[src/rtl/bds_pkg.sv]
// Shared types, constants and the sequencer control store of the battery discharge simulator.
`default_nettype none

package bds_pkg;

  // Block dimensions
  localparam int NUM_BATT  = 4;
  localparam int BATT_W    = 2;
  localparam int FRAC_BITS = 24;
  localparam int FRAC_W    = FRAC_BITS + 1;
  localparam int TIME_W    = 48;
  localparam int DRAIN_W   = 16;
  localparam int PCT_W     = 7;
  localparam int MV_W      = 13;
  localparam int CELLS_W   = 5;
  localparam int VOLT_W    = 17;
  localparam int US_W      = 20;
  localparam int DEN_W     = DRAIN_W + US_W;
  localparam int ACC_W     = 45;
  localparam int MULB_W    = 39;
  localparam int PROD_W    = MV_W + MULB_W;

  localparam logic [FRAC_W-1:0]  FULL_CHARGE = FRAC_W'(1) << FRAC_BITS;
  localparam logic [US_W-1:0]    US_PER_S    = US_W'(1000000);
  localparam logic [PCT_W-1:0]   PCT_MAX     = PCT_W'(100);
  localparam logic [ACC_W-1:0]   ROUND_HALF  = ACC_W'(1) << (FRAC_BITS - 1);
  localparam logic [VOLT_W-1:0]  VOLT_MAX    = '1;

  // Configuration port
  localparam int CFG_IDX_W  = 3;
  localparam int CFG_DATA_W = 64;

  typedef enum logic [CFG_IDX_W-1:0] {
    REG_DEFAULT_DRAIN = 3'd0,
    REG_DEFAULT_PCT   = 3'd1,
    REG_DRAIN_OVR     = 3'd2,
    REG_FLOOR_OVR     = 3'd3,
    REG_EMPTY_MV      = 3'd4,
    REG_FULL_MV       = 3'd5,
    REG_CELLS         = 3'd6
  } cfg_reg_t;

  // Transaction payloads
  typedef struct packed {
    logic [TIME_W-1:0] now_us;
    logic              armed;
  } in_item_t;

  typedef struct packed {
    logic [BATT_W-1:0] battery_no;
    logic [VOLT_W-1:0] pack_voltage_mv;
    logic [FRAC_W-1:0] charge_fraction;
    logic              last_of_tick;
  } out_item_t;

  // Divider control
  typedef struct packed {
    logic load;
    logic step;
  } div_ctrl_t;

  // Sequencer control word
  localparam int UPC_W = 4;
  typedef logic [UPC_W-1:0] upc_t;

  typedef enum logic [3:0] {
    OP_IDLE,
    OP_LOAD,
    OP_DIV_TIME,
    OP_DIV_STEP,
    OP_APPLY,
    OP_CLAMP,
    OP_MUL_EMPTY,
    OP_MUL_FULL,
    OP_MUL_CELLS,
    OP_EMIT,
    OP_ADVANCE
  } op_t;

  typedef enum logic [2:0] {
    J_NEXT,
    J_GOTO,
    J_WAIT_IN,
    J_DIV,
    J_EMIT
  } jmp_t;

  typedef struct packed {
    op_t  op;
    jmp_t jmp;
    upc_t target;
  } uop_t;

  localparam upc_t U_IDLE = 4'd0;
  localparam upc_t U_LOAD = 4'd1;

  // Control store: one battery per pass from U_LOAD to the advance step
  function automatic uop_t ucode(input upc_t pc);
    uop_t w;
    unique case (pc)
      4'd0:    w = '{op: OP_IDLE,      jmp: J_WAIT_IN, target: U_IDLE};
      4'd1:    w = '{op: OP_LOAD,      jmp: J_NEXT,    target: U_IDLE};
      4'd2:    w = '{op: OP_DIV_TIME,  jmp: J_NEXT,    target: U_IDLE};
      4'd3:    w = '{op: OP_DIV_STEP,  jmp: J_DIV,     target: U_IDLE};
      4'd4:    w = '{op: OP_APPLY,     jmp: J_NEXT,    target: U_IDLE};
      4'd5:    w = '{op: OP_CLAMP,     jmp: J_NEXT,    target: U_IDLE};
      4'd6:    w = '{op: OP_MUL_EMPTY, jmp: J_NEXT,    target: U_IDLE};
      4'd7:    w = '{op: OP_MUL_FULL,  jmp: J_NEXT,    target: U_IDLE};
      4'd8:    w = '{op: OP_MUL_CELLS, jmp: J_NEXT,    target: U_IDLE};
      4'd9:    w = '{op: OP_EMIT,      jmp: J_EMIT,    target: U_IDLE};
      4'd10:   w = '{op: OP_ADVANCE,   jmp: J_GOTO,    target: U_LOAD};
      default: w = '{op: OP_IDLE,      jmp: J_GOTO,    target: U_IDLE};
    endcase
    return w;
  endfunction

  // Charge floor for a whole percent, floor(pct * full / 100), as a constant table
  function automatic logic [FRAC_W-1:0] pct_floor(input logic [PCT_W-1:0] p);
    logic [FRAC_W-1:0] f;
    f = '0;
    for (int k = 0; k <= int'(PCT_MAX); k++) begin
      if (p == PCT_W'(k)) begin
        f = FRAC_W'((64'(k) << FRAC_BITS) / 64'(PCT_MAX));
      end
    end
    return f;
  endfunction

endpackage

`default_nettype wire

[src/rtl/bds_div.sv]
// Restoring divider: one quotient bit per cycle, saturating at full charge.
`default_nettype none

module bds_div
  import bds_pkg::*;
(
  input  wire logic              clk,
  input  wire logic              rst,
  input  wire div_ctrl_t         ctrl,
  input  wire logic [TIME_W-1:0] num,
  input  wire logic [DEN_W-1:0]  den,
  output logic [FRAC_W-1:0]      quo,
  output logic                   last_step
);

  localparam int CNT_W = $clog2(FRAC_BITS);

  logic [DEN_W-1:0]     rem;
  logic [FRAC_BITS-1:0] qbits;
  logic                 sat;
  logic [CNT_W-1:0]     cnt;
  logic [DEN_W:0]       rem2;
  logic                 ge;

  // Trial subtract of the shifted remainder
  always_comb begin
    rem2 = {rem, 1'b0};
    ge   = (rem2 >= {1'b0, den});
  end

  // Step counter
  always_ff @(posedge clk) begin
    if (rst) begin
      cnt <= '0;
    end else if (ctrl.load) begin
      cnt <= '0;
    end else if (ctrl.step) begin
      cnt <= cnt + CNT_W'(1);
    end
  end

  // Remainder and quotient
  always_ff @(posedge clk) begin
    if (ctrl.load) begin
      sat   <= (num >= {{(TIME_W-DEN_W){1'b0}}, den});
      rem   <= num[DEN_W-1:0];
      qbits <= '0;
    end else if (ctrl.step) begin
      if (ge) begin
        rem <= DEN_W'(rem2 - {1'b0, den});
      end else begin
        rem <= rem2[DEN_W-1:0];
      end
      qbits <= {qbits[FRAC_BITS-2:0], ge};
    end
  end

  assign last_step = (cnt == CNT_W'(FRAC_BITS - 1));
  assign quo       = sat ? FULL_CHARGE : {1'b0, qbits};

endmodule

`default_nettype wire

[src/rtl/battery_discharge_simulator_core.sv]
// Battery discharge simulator: control-store sequencer driving a divide and multiply datapath.
//
// Usage:
//   in_valid/in_stall/in_data carry one timer tick (now_us, armed). A tick is
//   taken only while the sequencer sits in its idle step; in_stall is high
//   for the whole time a tick is being worked on.
//   out_valid/out_stall/out_data return one result per battery, batteries
//   0..3 in order, last_of_tick set on battery 3.
//   cfg_valid/cfg_ready/cfg_index/cfg_data write one configuration register;
//   cfg_ready is always high. Write only while the block is idle.
// Sequence:
//   Each battery runs two load steps, a divide for the discharge, apply, a
//   clamp against the floor read from a constant percent table, three
//   multiply steps, emit and advance, all on one sequencer. The last battery
//   skips the advance step and returns to the idle step once its result is
//   emitted; only then can the next tick be accepted.
// Reset and stall:
//   rst (synchronous) restores register defaults, full charge on every
//   battery and no prior tick. A stalled result holds in the output register;
//   the sequencer waits at its emit step until the register frees up.
`default_nettype none

module battery_discharge_simulator_core
  import bds_pkg::*;
(
  input  wire logic                  clk,
  input  wire logic                  rst,
  input  wire logic                  in_valid,
  output logic                       in_stall,
  input  wire in_item_t              in_data,
  output logic                       out_valid,
  input  wire logic                  out_stall,
  output out_item_t                  out_data,
  input  wire logic                  cfg_valid,
  output logic                       cfg_ready,
  input  wire logic [CFG_IDX_W-1:0]  cfg_index,
  input  wire logic [CFG_DATA_W-1:0] cfg_data
);

  // Configuration registers
  logic [DRAIN_W-1:0]          default_drain_s;
  logic [PCT_W-1:0]            default_min_pct;
  logic [NUM_BATT*DRAIN_W-1:0] drain_override_table;
  logic [NUM_BATT*8-1:0]       floor_override_table;
  logic [MV_W-1:0]             empty_cell_mv;
  logic [MV_W-1:0]             full_cell_mv;
  logic [CELLS_W-1:0]          cells_in_pack;

  // Sequencer and state
  upc_t               pc;
  upc_t               pc_next;
  uop_t               uop;
  logic [BATT_W-1:0]  batt;
  logic [TIME_W-1:0]  last_tick_us;
  logic [FRAC_W-1:0]  charge_store [NUM_BATT];

  // Datapath registers
  logic [TIME_W-1:0]  elapsed;
  logic               discharging;
  logic               armed_q;
  logic [DEN_W-1:0]   denom;
  logic [FRAC_W-1:0]  floor_q;
  logic [FRAC_W-1:0]  q;
  logic [ACC_W-1:0]   acc;

  // Combinational datapath
  logic               in_fire;
  logic               out_free;
  logic               emit_fire;
  logic               last_batt;
  logic [DRAIN_W-1:0] drain_ovr;
  logic [DRAIN_W-1:0] drain_sel;
  logic [7:0]         floor_byte;
  logic [7:0]         pct_raw;
  logic [PCT_W-1:0]   pct_sel;
  div_ctrl_t          div_ctrl;
  logic [FRAC_W-1:0]  div_quo;
  logic               div_last;
  logic [FRAC_W-1:0]  q_clamped;
  logic [MV_W-1:0]    mul_a;
  logic [MULB_W-1:0]  mul_b;
  logic [PROD_W-1:0]  prod;
  logic [ACC_W-1:0]   acc_next;
  logic [ACC_W-FRAC_BITS-1:0] volt_raw;
  logic [VOLT_W-1:0]  volt_sat;

  assign uop       = ucode(pc);
  assign in_stall  = (uop.op != OP_IDLE);
  assign in_fire   = in_valid && !in_stall;
  assign out_free  = !out_valid || !out_stall;
  assign emit_fire = (uop.op == OP_EMIT) && out_free;
  assign last_batt = (batt == BATT_W'(NUM_BATT - 1));
  assign cfg_ready = 1'b1;

  // Next step of the sequencer
  always_comb begin
    pc_next = pc;
    unique case (uop.jmp)
      J_NEXT:    pc_next = pc + UPC_W'(1);
      J_GOTO:    pc_next = uop.target;
      J_WAIT_IN: pc_next = in_fire ? pc + UPC_W'(1) : pc;
      J_DIV:     pc_next = div_last ? pc + UPC_W'(1) : pc;
      J_EMIT: begin
        if (!out_free) begin
          pc_next = pc;
        end else if (last_batt) begin
          pc_next = uop.target;
        end else begin
          pc_next = pc + UPC_W'(1);
        end
      end
      default:   pc_next = uop.target;
    endcase
  end

  // Pick drain time and floor percent for the current battery
  always_comb begin
    drain_ovr  = drain_override_table[DRAIN_W*batt +: DRAIN_W];
    drain_sel  = (drain_ovr != '0) ? drain_ovr : default_drain_s;
    if (drain_sel == '0) begin
      drain_sel = DRAIN_W'(1);
    end
    floor_byte = floor_override_table[8*batt +: 8];
    pct_raw    = floor_byte[7] ? {1'b0, default_min_pct} : floor_byte;
    pct_sel    = (pct_raw > {1'b0, PCT_MAX}) ? PCT_MAX : pct_raw[PCT_W-1:0];
  end

  // Divider control
  always_comb begin
    div_ctrl.load = (uop.op == OP_DIV_TIME);
    div_ctrl.step = (uop.op == OP_DIV_STEP);
  end

  bds_div u_div (
    .clk       (clk),
    .rst       (rst),
    .ctrl      (div_ctrl),
    .num       (elapsed),
    .den       (denom),
    .quo       (div_quo),
    .last_step (div_last)
  );

  // Raise the charge to the floor, cap at full
  always_comb begin
    q_clamped = (q < floor_q) ? floor_q : q;
    if (q_clamped > FULL_CHARGE) begin
      q_clamped = FULL_CHARGE;
    end
  end

  // Shared multiplier for the voltage blend
  always_comb begin
    case (uop.op)
      OP_MUL_EMPTY: begin
        mul_a = empty_cell_mv;
        mul_b = MULB_W'(FULL_CHARGE - q);
      end
      OP_MUL_FULL: begin
        mul_a = full_cell_mv;
        mul_b = MULB_W'(q);
      end
      default: begin
        mul_a = MV_W'(cells_in_pack);
        mul_b = acc[MULB_W-1:0];
      end
    endcase
    prod = PROD_W'(mul_a) * PROD_W'(mul_b);
    case (uop.op)
      OP_MUL_EMPTY: acc_next = prod[ACC_W-1:0];
      OP_MUL_FULL:  acc_next = acc + prod[ACC_W-1:0];
      default:      acc_next = prod[ACC_W-1:0] + ROUND_HALF;
    endcase
  end

  // Round and saturate the pack voltage
  always_comb begin
    volt_raw = acc[ACC_W-1:FRAC_BITS];
    volt_sat = (volt_raw > (ACC_W-FRAC_BITS)'(VOLT_MAX)) ? VOLT_MAX : volt_raw[VOLT_W-1:0];
  end

  // Control state, configuration and per-battery charge
  always_ff @(posedge clk) begin
    if (rst) begin
      pc                   <= U_IDLE;
      batt                 <= '0;
      out_valid            <= 1'b0;
      last_tick_us         <= '0;
      default_drain_s      <= DRAIN_W'(60);
      default_min_pct      <= PCT_W'(50);
      drain_override_table <= '0;
      floor_override_table <= '1;
      empty_cell_mv        <= MV_W'(3600);
      full_cell_mv         <= MV_W'(4050);
      cells_in_pack        <= CELLS_W'(3);
      for (int i = 0; i < NUM_BATT; i++) begin
        charge_store[i] <= FULL_CHARGE;
      end
    end else begin
      pc <= pc_next;

      // Take a register write
      if (cfg_valid && cfg_ready) begin
        case (cfg_index)
          REG_DEFAULT_DRAIN: default_drain_s      <= cfg_data[DRAIN_W-1:0];
          REG_DEFAULT_PCT:   default_min_pct      <= cfg_data[PCT_W-1:0];
          REG_DRAIN_OVR:     drain_override_table <= cfg_data[NUM_BATT*DRAIN_W-1:0];
          REG_FLOOR_OVR:     floor_override_table <= cfg_data[NUM_BATT*8-1:0];
          REG_EMPTY_MV:      empty_cell_mv        <= cfg_data[MV_W-1:0];
          REG_FULL_MV:       full_cell_mv         <= cfg_data[MV_W-1:0];
          REG_CELLS:         cells_in_pack        <= cfg_data[CELLS_W-1:0];
          default:           ;
        endcase
      end

      // Start a tick: restart the battery count, note the tick time or clear it when not armed
      if (in_fire) begin
        batt         <= '0;
        last_tick_us <= in_data.armed ? in_data.now_us : '0;
      end

      if (uop.op == OP_ADVANCE) begin
        batt <= batt + BATT_W'(1);
      end

      if (uop.op == OP_CLAMP) begin
        charge_store[batt] <= q_clamped;
      end

      // Output register: drop on take, load on emit
      if (emit_fire) begin
        out_valid <= 1'b1;
      end else if (!out_stall) begin
        out_valid <= 1'b0;
      end
    end
  end

  // Payload registers
  always_ff @(posedge clk) begin
    if (in_fire) begin
      elapsed     <= in_data.now_us - last_tick_us;
      discharging <= in_data.armed && (last_tick_us != '0);
      armed_q     <= in_data.armed;
    end

    case (uop.op)
      OP_LOAD: begin
        q       <= charge_store[batt];
        denom   <= DEN_W'(drain_sel) * DEN_W'(US_PER_S);
        floor_q <= pct_floor(pct_sel);
      end
      OP_APPLY: begin
        if (!armed_q) begin
          q <= FULL_CHARGE;
        end else if (discharging) begin
          q <= (div_quo >= q) ? '0 : q - div_quo;
        end
      end
      OP_CLAMP: q <= q_clamped;
      OP_MUL_EMPTY, OP_MUL_FULL, OP_MUL_CELLS: acc <= acc_next;
      default: ;
    endcase

    if (emit_fire) begin
      out_data.battery_no      <= batt;
      out_data.pack_voltage_mv <= volt_sat;
      out_data.charge_fraction <= q;
      out_data.last_of_tick    <= last_batt;
    end
  end

endmodule

`default_nettype wire

[config.mk]
export PLATFORM = sky130hd
export DESIGN_NAME = battery_discharge_simulator_core
export DESIGN_NICKNAME = d
export VERILOG_FILES = /design/src/rtl/bds_pkg.sv /design/src/rtl/bds_div.sv /design/src/rtl/battery_discharge_simulator_core.sv
export SDC_FILE = /design/constraint.sdc
export NUM_CORES = 2
export LEC_CHECK = 0
export ABC_AREA = 1
export BUFFER_PORTS_ARGS = -buffer_cell sky130_fd_sc_hd__buf_4
export CORE_ASPECT_RATIO = 0.5
export CORE_MARGIN = 5
export CORE_UTILIZATION = 34
export DETAILED_ROUTE_END_ITERATION = 16
export SLEW_MARGIN = 10
export SYNTH_ARGS = -nofsm -noshare
export SYNTH_HDL_FRONTEND = slang
export SYNTH_HIERARCHICAL = 1
export SYNTH_SLANG_ARGS = --single-unit
[constraint.sdc]
create_clock -name clk -period 10 [get_ports clk]
set_input_delay 0.5 -clock clk [delete_from_list [all_inputs] [get_ports clk]]
set_output_delay 0.5 -clock clk [all_outputs]
set_load 0.01 [all_outputs]
==> summary.txt <==
Run status
  – Status: finished, final reports clean

Global route
  – Grt ovf: 0
  – GRT Util Overall: 0.206
  – Largest net degree at the start of global routing: 97
  – Vias in the first global route: 46,600
  – Global-route wire length before repair: 273,000 um
  – Antenna violations before repair: 15

Worst setup path
  – Setup CP Type: flip-flop to flip-flop
  – Register-to-register setup slack: 610 ps
  – RR Endpoint: acc[43]
  – Worst flop-to-flop path startpoint: q[0]
  – Crit path required time: 10,420 ps
  – Worst Setup End Kind: flip-flop
  – FF-to-FF path depth: 49
  – Startpoint Class: flip-flop
  – Setup crit start: q[0]
  – Critical path peak fanout: 9
  – Most used cell along the critical path: nand2_1
  – Crit-path slowest cell: fa_1
  – Max incr delay on CP: 550 ps
  – Worst Path Arrival: 9810 ps
  – Crit path capture: acc[43]

Yosys
  – Synth Cell Area: 54,800 sq um
  – Count leader, synth: nand2_1
  – Share of the synthesized area in the top cell type: 0.194
  – Ys Warns: 6
  – Post-synth ARST share: 0
  – Post-synthesis cell type count: 69
  – Area leader, netlist: edfxtp_1
  – Synthesized area per cell: 7.86 sq um
  – Main area contributors after synthesis: edfxtp_1 19%, fa_1 16%, nand2_1 9.6%
  – Sequential-to-total area share from yosys stat: 0.283
  – Cells after Synth: 6,981
  – #FFs+latches synth: 599
  – EDFF count, synth: 355
  – Top_reg_cell synth: edfxtp_1
  – Commonest cells post-synth: 1,397 x nand2_1, 1,152 x inv_1, 848 x nor2_1

Drt
  – Via count: 47,700
  – Routed len/inst: 18.8 um
  – Drt drc: 0
  – Initial detailed-routing violation count: 3,652
  – Via density: 5.06
  – DR pass1 iterations: 8
  – Final ANT Viol Nets: 0
  – DRT Wirelength: 178,000 um

Placed design
  – Input/output buffers: 167
  – Gp weighted congestion: 0.954
  – Hpwl dp: 141,000 um

Floorplan
  – Die Y: 294 um
  – Starting Density: 0.342
  – Die ar.: 170,000 sq um
  – Die Width: 578 um
  – Total core area: 161,000 sq um
  – Cell Rows: 104
  – I/O pins: 169

STA
  – Layout Skew: 43.5 ps
  – Final period util: 0.939
  – Measured slew at the worst slew-check pin: 1100 ps
  – Hold WS: 70.5 ps
  – # setup viols final: 0
  – Max_slew headroom: 0.267
  – Slew Viols, Final: 0
  – Fin. Hold Viols: 0
  – Fmax: 106 MHz
  – Minimum clock period: 9390 ps

Power
  – Maximum VDD drop: 0.000131 V
  – Total Power: 13.7 mW
  – Pwr dens: 221 nW/um^2
  – Static Leakage: 28.4 nW

Clocking
  – Bufs on Longest Clock Path: 3
  – CTS H-tree depth: 3
  – Reg clk slew, reported paths: 70 ps
  – Clk Latency, worst-skew pair: 690 ps
  – Root Buffer: clkbuf_16
  – TritonCTS clock tree: yes
  – TritonCTS buffer count: 69
  – Clk sink count: 599

Worst hold path
  – Cells on Worst Hold Path: 3
  – Hold WC Path Type: input pin to flip-flop

Final layout
  – Nets: 8,158
  – Share of cells above drive strength 1: 0.0918
  – Area delta synth->final: 13.3%

Flow run
  – Max Cap Viol: 0
metal layers:
metal	vias up	track usage	share of wire
met5	-	0	0
met4	0	0.0590	0.031
met3	225	0.0291	0.066
met2	1454	0.327	0.45
met1	23000	0.292	0.46
li1	23000	-	-
flip-flops by register name (all words and copies together), names as in the netlist, 25 cells and up, named ones only:
name                  count
acc                      45
charge_store            100
denom                    30
drain_override_table     64
elapsed                  48
floor_override_table     32
last_tick_us             48
out_data                 45
q                        25
u_div/rem                36
power breakdown:
group,leakage [nW],internal [mW],switching [mW],total (mW)
sequential,5.36,3.34,0.237,3.57
clock,1.13,1.52,1.17,2.69
combinational,22.0,2.68,4.79,7.47
worst min-delay path by stage:
stage / from / endpoint / slack [ps]
after floorplan: floor_override_table[5] / floor_override_table[5] / 420
final: cfg_data[29] / floor_override_table[29] / 70
after detailed placement: floor_override_table[1] / floor_override_table[1] / 440
after CTS: cfg_data[22] / floor_override_table[22] / 20
after global routing: cfg_data[29] / floor_override_table[29] / 40
after global placement: floor_override_table[6] / floor_override_table[6] / 430
timing repair:
item	in CTS	in global routing
pin swaps	0	11
hold buffers	0	0
gates resized for setup	1	84
buffers inserted	0	17
endpoints found under the setup margin	3	10
layout make-up:
class,instances,area [sq um]
Fill cell,16800,98400
Multi-Input combinational cell,4950,34300
Sequential cell,599,15500
Inverter,1223,4600
Tap cell,2173,2720
Timing Repair Buffer,351,2660
Clock buffer,88,1920
Clock inverter,40,447
Antenna cell,1,2.50
placed cells by master (no fill, tap or decap), drive strengths merged, types with 48 or more instances in the layout:
master,n
nand2,1426
inv,1199
nor2,861
fa,446
a21oi,420
ha,397
edfxtp,355
buf,351
o21ai,339
dfxtp,244
nand3,205
nand4,145
xor2,118
clkbuf,88
nor3,84
xnor2,76
a211oi,57
o22ai,49
clkinv,48
kinds of logic after synthesis:
kind of cell,after synthesis,share of synthesized area
compound gates,1057,0.112
xor+xnor,194,0.0313
fa+ha+maj,843,0.253
buf+inv,1441,0.100
flops,599,0.283
mux,1,0.000183
other cells,2,0.000137
simple gates,2844,0.219
metrics by stage:
stage                     worst slack, ps  area, sq um  std cells  TNS [ps]  utilization
after global routing                -35.7        62100       9424     -51.5        0.387
after CTS                             149        61700       9407         0        0.384
final                                 609        62200       9425         0        0.387
after floorplan                      1010        54900       6990         0            -
after detailed placement            -70.7        59300       9279     -73.2        0.370
after global placement                114        59300       9279         0        0.370
worst max-delay path, delay by kind of cell, from the launching register on:
| kind | cells | cell delay, ps |
|---|---|---|
| AO/OA/AOI/OAI | 17 | 2840 |
| XOR/XNOR | 1 | 150 |
| adder cells (fa/ha/maj) | 8 | 3490 |
| buffers and inverters | 12 | 1260 |
| flip-flops | 1 | 380 |
| AND/OR/NAND/NOR | 11 | 1010 |
Note: power is estimated with default switching activity, not from simulation.
